==> src/fpm_pkg.sv <==
// ----------------------------------------------------------------------------
// Flash page map package
// Geometry, codes and shared types of the page-mapped flash controller.
// ----------------------------------------------------------------------------
package fpm_pkg;

  localparam int BLK_PAGES       = 4;
  localparam int NUM_BLOCKS      = 8;
  localparam int MAX_LOGICAL     = 32;
  localparam int NUM_PAGES       = BLK_PAGES * NUM_BLOCKS;

  localparam int OFF_W  = 2;   // page offset inside a block
  localparam int BLK_W  = 3;   // physical block index
  localparam int PAGE_W = 5;   // physical page index
  localparam int LB_W   = 5;   // logical block index
  localparam int OWN_W  = 6;   // page owner code
  localparam int CFG_W  = 6;

  localparam logic [OWN_W-1:0] OwnStale = OWN_W'(MAX_LOGICAL + 1);
  localparam logic [CFG_W-1:0] CfgReset = CFG_W'(32);

  typedef enum logic [2:0] {
    CMD_READ  = 3'd0,
    CMD_WRITE = 3'd1,
    CMD_COPY  = 3'd2,
    CMD_ERASE = 3'd3,
    CMD_NONE  = 3'd4
  } cmd_e;

  typedef enum logic [1:0] {
    ST_OK       = 2'd0,
    ST_UNMAPPED = 2'd1,
    ST_FULL     = 2'd2,
    ST_RANGE    = 2'd3
  } status_e;

  typedef enum logic [1:0] {
    BS_FREE    = 2'd0,
    BS_USED    = 2'd1,
    BS_GARBAGE = 2'd2,
    BS_COPY    = 2'd3
  } blk_state_e;

  typedef enum logic [3:0] {
    S_IDLE,
    S_RANGE,
    S_MAP,
    S_FIND,
    S_GC,
    S_MOVE,
    S_ERASE,
    S_WRITE,
    S_FULL
  } state_e;

  typedef struct packed {
    logic              last;
    status_e           status;
    logic [BLK_W-1:0]  erase_block;
    logic [PAGE_W-1:0] source_page;
    logic [PAGE_W-1:0] target_page;
    cmd_e              command;
  } result_t;

endpackage

==> src/flash_page_map_with_gc_unit.sv <==
// ----------------------------------------------------------------------------
// Flash page map with garbage collection
// Page-mapped flash translation controller with one reserved copy block.
// ----------------------------------------------------------------------------
// Each input beat is a read or a write of one logical block; the unit answers
// with one or more command beats, the final one marked by tlast. A write runs
// a map lookup, a scan of up to 8 blocks, one block per cycle, for the lowest
// empty page outside the copy block, then the write beat. When no page is
// free, a collection pass runs: per garbage block one owner read per page plus
// the erase, then a second block scan. A stalled output holds up the item.
// Items are processed one at a time; the output register lets the next item
// in while the final beat waits to be taken. Page emptiness and map validity
// sit in flip-flops cleared by reset, so no clearing pass is needed.
// tdata out, from bit 0: command[2:0], target_page[7:3], source_page[12:8],
// erase_block[15:13], status[17:16], zero padding to 24 bits.
// ----------------------------------------------------------------------------
module flash_page_map_with_gc_unit (
  input  logic                    clk_i,
  input  logic                    rst_ni,
  input  logic                    cfg_we_i,
  input  logic [fpm_pkg::CFG_W-1:0] cfg_wdata_i,  // logical_blocks
  input  logic                    s_axis_tvalid,
  output logic                    s_axis_tready,
  input  logic [7:0]              s_axis_tdata,   // operation[0], logical_block[5:1]
  output logic                    m_axis_tvalid,
  input  logic                    m_axis_tready,
  output logic [23:0]             m_axis_tdata,   // see head comment
  output logic                    m_axis_tlast    // last
);
  import fpm_pkg::*;

  state_e state_q, state_d;

  logic [CFG_W-1:0]  cfg_q;
  logic              op_q;
  logic [LB_W-1:0]   lb_q;
  logic [BLK_W-1:0]  blk_q, g_q, c_q;
  logic [OFF_W-1:0]  j_q;
  logic [PAGE_W-1:0] page_q;
  logic              gc_done_q;

  blk_state_e        bstat_q [NUM_BLOCKS];
  logic [NUM_PAGES-1:0]   own_vld_q;   // clear = page empty
  logic [MAX_LOGICAL-1:0] map_vld_q;

  // output register
  logic    out_valid_q;
  result_t out_q;
  logic    out_free;
  logic    emit;
  result_t res;

  // memory ports
  logic              map_we, map_re, own_we, own_re;
  logic [LB_W-1:0]   map_waddr, map_raddr;
  logic [PAGE_W-1:0] map_wdata, map_rdata;
  logic [PAGE_W-1:0] own_waddr, own_raddr;
  logic [OWN_W-1:0]  own_wdata, own_rdata;

  // control pulses from the output block
  logic in_acc, oor, mark_stale, scan_adv, gc_start, gc_none, move_adv, erase_do;
  logic do_write;

  // search logic
  logic [BLK_PAGES-1:0] scan_empty, copy_empty;
  logic [OFF_W-1:0] scan_off, copy_off;
  logic             scan_hit;
  logic             gar_any;
  logic [BLK_W-1:0] gar_idx, copy_idx;
  logic [PAGE_W-1:0] cur_page;
  logic             cur_live;

  fpm_ram #(.WIDTH(PAGE_W), .DEPTH(MAX_LOGICAL)) u_map_ram (
    .clk_i, .we_i(map_we), .waddr_i(map_waddr), .wdata_i(map_wdata),
    .re_i(map_re), .raddr_i(map_raddr), .rdata_o(map_rdata)
  );

  fpm_ram #(.WIDTH(OWN_W), .DEPTH(NUM_PAGES)) u_own_ram (
    .clk_i, .we_i(own_we), .waddr_i(own_waddr), .wdata_i(own_wdata),
    .re_i(own_re), .raddr_i(own_raddr), .rdata_o(own_rdata)
  );

  assign out_free      = !out_valid_q || m_axis_tready;
  assign s_axis_tready = (state_q == S_IDLE);
  assign in_acc        = s_axis_tvalid && s_axis_tready;
  // a register value of 32 or more lets every logical block through
  assign oor = ({1'b0, s_axis_tdata[5:1]} >= cfg_q);

  // lowest empty page of the scanned block and of the copy block
  always_comb begin
    scan_off = '0;
    copy_off = '0;
    for (int k = 0; k < BLK_PAGES; k++) begin
      scan_empty[k] = !own_vld_q[{blk_q, OFF_W'(k)}];
      copy_empty[k] = !own_vld_q[{c_q, OFF_W'(k)}];
    end
    for (int k = BLK_PAGES - 1; k >= 0; k--) begin
      if (scan_empty[k]) scan_off = OFF_W'(k);
      if (copy_empty[k]) copy_off = OFF_W'(k);
    end
    scan_hit = (bstat_q[blk_q] != BS_COPY) && (|scan_empty);
  end

  // lowest garbage block and the copy block
  always_comb begin
    gar_any  = 1'b0;
    gar_idx  = '0;
    copy_idx = '0;
    for (int b = NUM_BLOCKS - 1; b >= 0; b--) begin
      if (bstat_q[b] == BS_GARBAGE) begin
        gar_any = 1'b1;
        gar_idx = BLK_W'(b);
      end
      if (bstat_q[b] == BS_COPY) copy_idx = BLK_W'(b);
    end
  end

  assign cur_page = {g_q, j_q};
  assign cur_live = own_vld_q[cur_page] && !own_rdata[OWN_W-1];

  // next state
  always_comb begin
    state_d = state_q;
    case (state_q)
      S_IDLE:  if (in_acc) state_d = oor ? S_RANGE : S_MAP;
      S_RANGE: if (out_free) state_d = S_IDLE;
      S_MAP: begin
        if (op_q) state_d = S_FIND;
        else if (out_free) state_d = S_IDLE;
      end
      S_FIND: begin
        if (scan_hit) state_d = S_WRITE;
        else if (blk_q == BLK_W'(NUM_BLOCKS - 1)) state_d = gc_done_q ? S_FULL : S_GC;
      end
      S_GC:    state_d = gar_any ? S_MOVE : S_FIND;
      S_MOVE:  if (move_adv && j_q == OFF_W'(BLK_PAGES - 1)) state_d = S_ERASE;
      S_ERASE: if (out_free) state_d = S_GC;
      S_WRITE: if (out_free) state_d = S_IDLE;
      S_FULL:  if (out_free) state_d = S_IDLE;
      default: state_d = S_IDLE;
    endcase
  end

  // outputs, memory accesses and control pulses
  always_comb begin
    emit       = 1'b0;
    res        = '{last: 1'b1, status: ST_OK, erase_block: '0, source_page: '0,
                   target_page: '0, command: CMD_NONE};
    map_re     = 1'b0;
    map_raddr  = s_axis_tdata[5:1];
    map_we     = 1'b0;
    map_waddr  = lb_q;
    map_wdata  = page_q;
    own_re     = 1'b0;
    own_raddr  = {gar_idx, OFF_W'(0)};
    own_we     = 1'b0;
    own_waddr  = page_q;
    own_wdata  = {1'b0, lb_q};
    mark_stale = 1'b0;
    scan_adv   = 1'b0;
    gc_start   = 1'b0;
    gc_none    = 1'b0;
    move_adv   = 1'b0;
    erase_do   = 1'b0;
    do_write   = 1'b0;
    case (state_q)
      S_IDLE: map_re = in_acc && !oor;
      S_RANGE: begin
        emit       = out_free;
        res.status = ST_RANGE;
      end
      S_MAP: begin
        if (!op_q) begin
          emit = out_free;
          if (map_vld_q[lb_q]) begin
            res.command     = CMD_READ;
            res.target_page = map_rdata;
          end else begin
            res.status = ST_UNMAPPED;
          end
        end else if (map_vld_q[lb_q]) begin
          // retire the old copy of this block
          mark_stale = 1'b1;
          own_we     = 1'b1;
          own_waddr  = map_rdata;
          own_wdata  = OwnStale;
        end
      end
      S_FIND: scan_adv = 1'b1;
      S_GC: begin
        gc_start = gar_any;
        gc_none  = !gar_any;
        own_re   = gar_any;
      end
      S_MOVE: begin
        move_adv = !cur_live || out_free;
        if (cur_live) begin
          emit            = out_free;
          res.command     = CMD_COPY;
          res.target_page = {c_q, copy_off};
          res.source_page = cur_page;
          res.last        = 1'b0;
          own_we          = out_free;
          own_waddr       = {c_q, copy_off};
          own_wdata       = own_rdata;
          map_we          = out_free;
          map_waddr       = own_rdata[LB_W-1:0];
          map_wdata       = {c_q, copy_off};
        end
        own_re    = move_adv && (j_q != OFF_W'(BLK_PAGES - 1));
        own_raddr = {g_q, j_q + OFF_W'(1)};
      end
      S_ERASE: begin
        emit            = out_free;
        erase_do        = out_free;
        res.command     = CMD_ERASE;
        res.erase_block = g_q;
        res.last        = 1'b0;
      end
      S_WRITE: begin
        emit            = out_free;
        do_write        = out_free;
        own_we          = out_free;
        map_we          = out_free;
        res.command     = CMD_WRITE;
        res.target_page = page_q;
      end
      S_FULL: begin
        emit       = out_free;
        res.status = ST_FULL;
      end
      default: ;
    endcase
  end

  // sequencer registers and the flip-flop tables
  always_ff @(posedge clk_i or negedge rst_ni) begin
    if (!rst_ni) begin
      state_q     <= S_IDLE;
      cfg_q       <= CfgReset;
      out_valid_q <= 1'b0;
      own_vld_q   <= '0;
      map_vld_q   <= '0;
      blk_q       <= '0;
      gc_done_q   <= 1'b0;
      j_q         <= '0;
      for (int b = 0; b < NUM_BLOCKS; b++) begin
        bstat_q[b] <= (b == NUM_BLOCKS - 1) ? BS_COPY : BS_FREE;
      end
    end else begin
      state_q <= state_d;
      if (cfg_we_i) cfg_q <= cfg_wdata_i;
      if (emit) out_valid_q <= 1'b1;
      else if (m_axis_tready) out_valid_q <= 1'b0;

      if (mark_stale) begin
        map_vld_q[lb_q] <= 1'b0;
        bstat_q[map_rdata[PAGE_W-1:OFF_W]] <= BS_GARBAGE;
      end
      if (state_q == S_MAP) begin
        blk_q     <= '0;
        gc_done_q <= 1'b0;
      end
      if (scan_adv) begin
        blk_q <= blk_q + BLK_W'(1);
      end
      if (gc_none) begin
        gc_done_q <= 1'b1;
        blk_q     <= '0;
      end
      if (gc_start) j_q <= '0;
      if (move_adv) begin
        j_q <= j_q + OFF_W'(1);
        if (cur_live) begin
          own_vld_q[{c_q, copy_off}]        <= 1'b1;
          own_vld_q[cur_page]               <= 1'b0;
          map_vld_q[own_rdata[LB_W-1:0]]    <= 1'b1;
        end
      end
      if (erase_do) begin
        for (int k = 0; k < BLK_PAGES; k++) begin
          own_vld_q[{g_q, OFF_W'(k)}] <= 1'b0;
        end
        bstat_q[c_q] <= BS_USED;
        bstat_q[g_q] <= BS_COPY;
      end
      if (do_write) begin
        own_vld_q[page_q] <= 1'b1;
        map_vld_q[lb_q]   <= 1'b1;
      end
    end
  end

  // payload registers
  always_ff @(posedge clk_i) begin
    if (in_acc) begin
      op_q <= s_axis_tdata[0];
      lb_q <= s_axis_tdata[5:1];
    end
    if (state_q == S_FIND && scan_hit) page_q <= {blk_q, scan_off};
    if (gc_start) begin
      g_q <= gar_idx;
      c_q <= copy_idx;
    end
    if (emit) out_q <= res;
  end

  assign m_axis_tvalid = out_valid_q;
  assign m_axis_tlast  = out_q.last;
  assign m_axis_tdata  = {6'b0, out_q.status, out_q.erase_block, out_q.source_page,
                          out_q.target_page, out_q.command};

`ifndef SYNTHESIS
  // exactly one copy block at all times
  a_one_copy: assert property (@(posedge clk_i) disable iff (!rst_ni)
    $countones({bstat_q[7] == BS_COPY, bstat_q[6] == BS_COPY, bstat_q[5] == BS_COPY,
                bstat_q[4] == BS_COPY, bstat_q[3] == BS_COPY, bstat_q[2] == BS_COPY,
                bstat_q[1] == BS_COPY, bstat_q[0] == BS_COPY}) == 1)
    else $error("copy block count is not one");

  // copy and erase beats never close an item
  a_gc_not_last: assert property (@(posedge clk_i) disable iff (!rst_ni)
    emit && (res.command == CMD_COPY || res.command == CMD_ERASE) |-> !res.last)
    else $error("collection beat marked last");

  // a new beat is never loaded over one that has not been taken
  a_no_overwrite: assert property (@(posedge clk_i) disable iff (!rst_ni)
    out_valid_q && !m_axis_tready |=> !$past(emit))
    else $error("output beat overwritten");
`endif

endmodule

==> src/fpm_ram.sv <==
// ----------------------------------------------------------------------------
// Generic RAM
// One write port, one read port, read data registered.
// ----------------------------------------------------------------------------
module fpm_ram #(
  parameter int WIDTH = 8,
  parameter int DEPTH = 32
) (
  input  logic                     clk_i,
  input  logic                     we_i,
  input  logic [$clog2(DEPTH)-1:0] waddr_i,
  input  logic [WIDTH-1:0]         wdata_i,
  input  logic                     re_i,
  input  logic [$clog2(DEPTH)-1:0] raddr_i,
  output logic [WIDTH-1:0]         rdata_o
);

  logic [WIDTH-1:0] mem_q [DEPTH];
  logic [WIDTH-1:0] rdata_q;

  always_ff @(posedge clk_i) begin
    if (we_i) begin
      mem_q[waddr_i] <= wdata_i;
    end
    if (re_i) begin
      rdata_q <= mem_q[raddr_i];
    end
  end

  assign rdata_o = rdata_q;

endmodule
==> config.mk <==
export PLATFORM = sky130hd
export DESIGN_NAME = flash_page_map_with_gc_unit
export DESIGN_NICKNAME = d
export VERILOG_FILES = /design/src/fpm_pkg.sv /design/src/flash_page_map_with_gc_unit.sv /design/src/fpm_ram.sv
export SDC_FILE = /design/constraint.sdc
export NUM_CORES = 1
export LEC_CHECK = 0
export BUFFER_PORTS_ARGS = -buffer_cell sky130_fd_sc_hd__buf_2
export CAP_MARGIN = 25
export CELL_PAD_IN_SITES_DETAIL_PLACEMENT = 1
export CELL_PAD_IN_SITES_GLOBAL_PLACEMENT = 1
export CORE_MARGIN = 1
export CORE_UTILIZATION = 50
export CTS_BUF_LIST = sky130_fd_sc_hd__clkbuf_4
export CTS_CLUSTER_DIAMETER = 100
export DETAILED_ROUTE_END_ITERATION = 10
export GPL_TIMING_DRIVEN = 0
export PLACE_DENSITY_LB_ADDON = 0.12
export SYNTH_ARGS = -nofsm -noshare
export SYNTH_HDL_FRONTEND = slang
export SYNTH_HIERARCHICAL = 1
export SYNTH_SLANG_ARGS = --single-unit
==> constraint.sdc <==
create_clock -name clk_i -period 3.98 [get_ports clk_i]
set_input_delay 0 -clock clk_i [delete_from_list [all_inputs] [get_ports clk_i]]
set_output_delay 0 -clock clk_i [all_outputs]
set_load 0.05 [all_outputs]
==> results.yml <==
routing:
  drtAntennaViolNets: 0
  drc: 0
  via_count: 15388
  detail_route.vias_per_cell: 6.24
  wl_um: 68300
  wl_per_cell_um: 27.7
  first_pass_iters: 5
  dr.first_iter.drc_count: 1569
timing:
  fin_crit_sh_pct: 100
  setup_ws_ns: -0.00663
  hold_violations: 0
  fin_tns_setup_ns: -0.0275
  fmax_mhz: 251
  post-route-min-period_ns: 3.99
  worst_pin_slew_ns: 0.918
  rsz0062_at_grt: "true"
  slew_violations: 0
  skew_ns: 0.0520
  setup_viol: 6
  relSlewSlack_pct: 38.8
hold_path:
  hold_class: "input port to flop"
run_status:
  status: "finished with violations"
  violations: "negative setup slack"
finish:
  multiInputGateArea_um2: 8480
  nets: 1814
  area_delta_synth_final_pct: 17.8
  fillers: 4265
  seqCellArea_um2: 14400
  drive_gt1_share_pct: 31.7
power:
  powerDensity_nw_per_um2: 707
  leakage_nw: 9.13
  ir_drop_mv: 0.453
clock_tree:
  clk_pin_slew_ns: 0.07
  cts_root_buf: "clkbuf_4"
  cts_buffers: 132
  cts_tree: "yes"
  clkLatencyLatePin_ns: 1.00
  cts_max_level: 4
  tritoncts_num_sinks: 496
  clockBufferDepth: 3
die:
  row_count: 77
  boundaryPins: 46
  die_width_um: 216
  start_util_pct: 51.1
  dieHeight_um: 216
  coreArea_um2: 44600
  dieArea_um2: 46500
synth:
  synth_edf_count: 399
  ys_seq_area_share_pct: 63.2
  syn_area_um2: 22800
  ys_top_cells_by_area: "edfxtp_1 (53%), mux4_2 (13%), dfrtp_1 (10%), nor2_1 (2.5%), nand2_1 (1.9%)"
  syn-instance-count: 1541
  avgSynthCellArea_um2: 14.8
  yosysMostFrequentCell: "edfxtp_1"
  ys_types: 80
  yosys_warnings: 6
  synthArstFlopShare_pct: 19.6
  synth_top_area_share_pct: 52.5
  synth_flop_cell: "edfxtp_1"
  synth_top_area_cell: "edfxtp_1"
  netlist_top_cells_count: "edfxtp_1 (399), nor2_1 (151), mux4_2 (128)"
  synth-seq-cells: 496
critical_path:
  cp_data_arrival_time_ns: 4.64
  worstPathRequired_ns: 4.64
  cp-start-kind: "flop"
  crit_type: "flop to flop"
  critPathMaxFanout: 10
  endpoint_kind: "flop"
placed_design:
  dp_hpwl_um: 45700
  portBuffers: 36
  gp_congestion: 0.925
  pre_cts_ws_ns: -1.12
grt:
  grt_pass1_wl_um: 103000
  grt_max_degree: 60
  gr-total-overflow: 0
  grt_pass1_vias: 16383
  antenna_found_initial: 2
  grt_usage_pct: 30.2
job:
  max-cap-violations: 0
## registers in the layout (all words and copies together), names as in the netlist, 4 cells and up
register,cells
bstat_q,16
cfg_q,6
lb_q,5
m_axis_tdata,18
map_vld_q,32
own_vld_q,32
page_q,5
state_q,4
u_map_ram/mem_q,160
u_map_ram/rdata_o,5
u_own_ram/mem_q,192
u_own_ram/rdata_o,6
## what timing repair did
item / 4_1_cts / 5_1_grt
hold endpoints to repair: 144 / 0
buffers inserted: 6 / 2
resized for setup: 122 / 48
endpoints found under the setup margin: 486 / 357
hold buffers: 43 / 0
gates cloned: 0 / 1
pin swaps: 4 / 7
## where the power goes
group	switching [mW]	internal, mW	total [mW]
registers	0.474	6.59	7.07
clock network	2.11	2.46	4.57
logic	4.65	2.72	7.37
## layout make-up
type,count,area share (%)
Inverter,21,0.293
Multi-Input combinational cell,942,31.6
Buffer,86,1.82
Tap cell,592,2.76
Clock buffer,187,5.22
Antenna cell,10,0.0931
Timing Repair Buffer,105,3.75
Sequential cell,496,53.6
Clock inverter,26,0.894
## layer usage
layer | up-vias | routed length [um] | GRT usage [%]
met5 | - | 0 | 0
met4 | 0 | 2230 | 13.5
met3 | 151 | 5220 | 7.26
met2 | 662 | 32600 | 46.6
met1 | 7915 | 28200 | 40.9
li1 | 6660 | - | -
## final timing paths
path / start / end / slack [ns] / cells after the start
worst max-delay path: j_q[1] / u_map_ram/mem_q[12][0] / -0.007 / 13
worst min-delay path: s_axis_tdata[4] / u_map_ram/rdata_o[2] / 0.12 / 3
worst max register to register: j_q[1] / u_map_ram/mem_q[12][0] / -0.007 / 13
worst min register to register: blk_q[1] / page_q[3] / 0.48 / 0
max in group asynchronous: rst_ni / bstat_q[1] / 2.71 / 6
min in group asynchronous: rst_ni / map_vld_q[12] / 0.59 / 5
## cell usage in the layout (no fill, tap or decap), types with 8 or more instances in the layout
cell type / instances
o31ai_1: 26
o21ai_0: 43
nand3b_1: 26
or3_1: 11
o211ai_1: 9
inv_1: 21
nand2_1: 113
o31a_1: 17
clkbuf_2: 8
clkbuf_4: 191
nor2b_1: 19
nor3_1: 21
buf_4: 24
and3_1: 14
buf_6: 11
ha_1: 11
o22ai_1: 14
clkinv_1: 16
a22oi_1: 20
o21a_1: 13
dfrtp_1: 94
clkbuf_1: 33
a31oi_1: 9
nand3_1: 31
nor2_1: 85
nor2_4: 43
buf_16: 8
mux4_2: 128
diode_2: 10
nor2_2: 25
and2_1: 13
mux2i_1: 26
nand2b_1: 17
edfxtp_1: 399
a21o_1: 11
a21oi_1: 40
dlygate4sd3_1: 42
buf_2: 50
mux2_2: 25
## critical path: stages (launching register included)
cell and delay, ns:
dfrtp_1 0.40, buf_6 0.17, buf_6 0.19, mux2_1 0.35, a32o_1 0.24, mux2i_4 0.27
o2111a_2 0.34, nor2_4 0.10, buf_6 0.17, buf_4 0.20, nand2_1 0.19, o21ai_2 0.15
or3b_4 0.58, nor2_4 0.29
## per-stage QoR
stage               utilization, %  area, um2  total power [mW]  hold slack, ns  std cells
floorplan                        -      22800              11.5          -0.296       1546
global placement              53.3      23800              13.6           0.195       2174
detailed placement            53.8      24000              13.9          0.0288       2187
CTS                           59.5      26500              18.7          0.0354       2447
global route                  60.3      26900              19.8          0.0785       2464
finish                        60.3      26900              19.0           0.123       2465
## logic make-up (layout without fill, tap and decap cells)
kind of cell,count (synthesis),in the layout,share of synthesized area (%)
other cells,1,16,0.0164
compound gates,271,272,8.52
xor+xnor,1,1,0.0384
simple gates,471,471,10.2
fa+ha+maj,11,11,0.603
flops,496,496,63.2
mux,181,181,15.1
buf+inv,109,425,2.35
(Power assumes the default switching activity.)
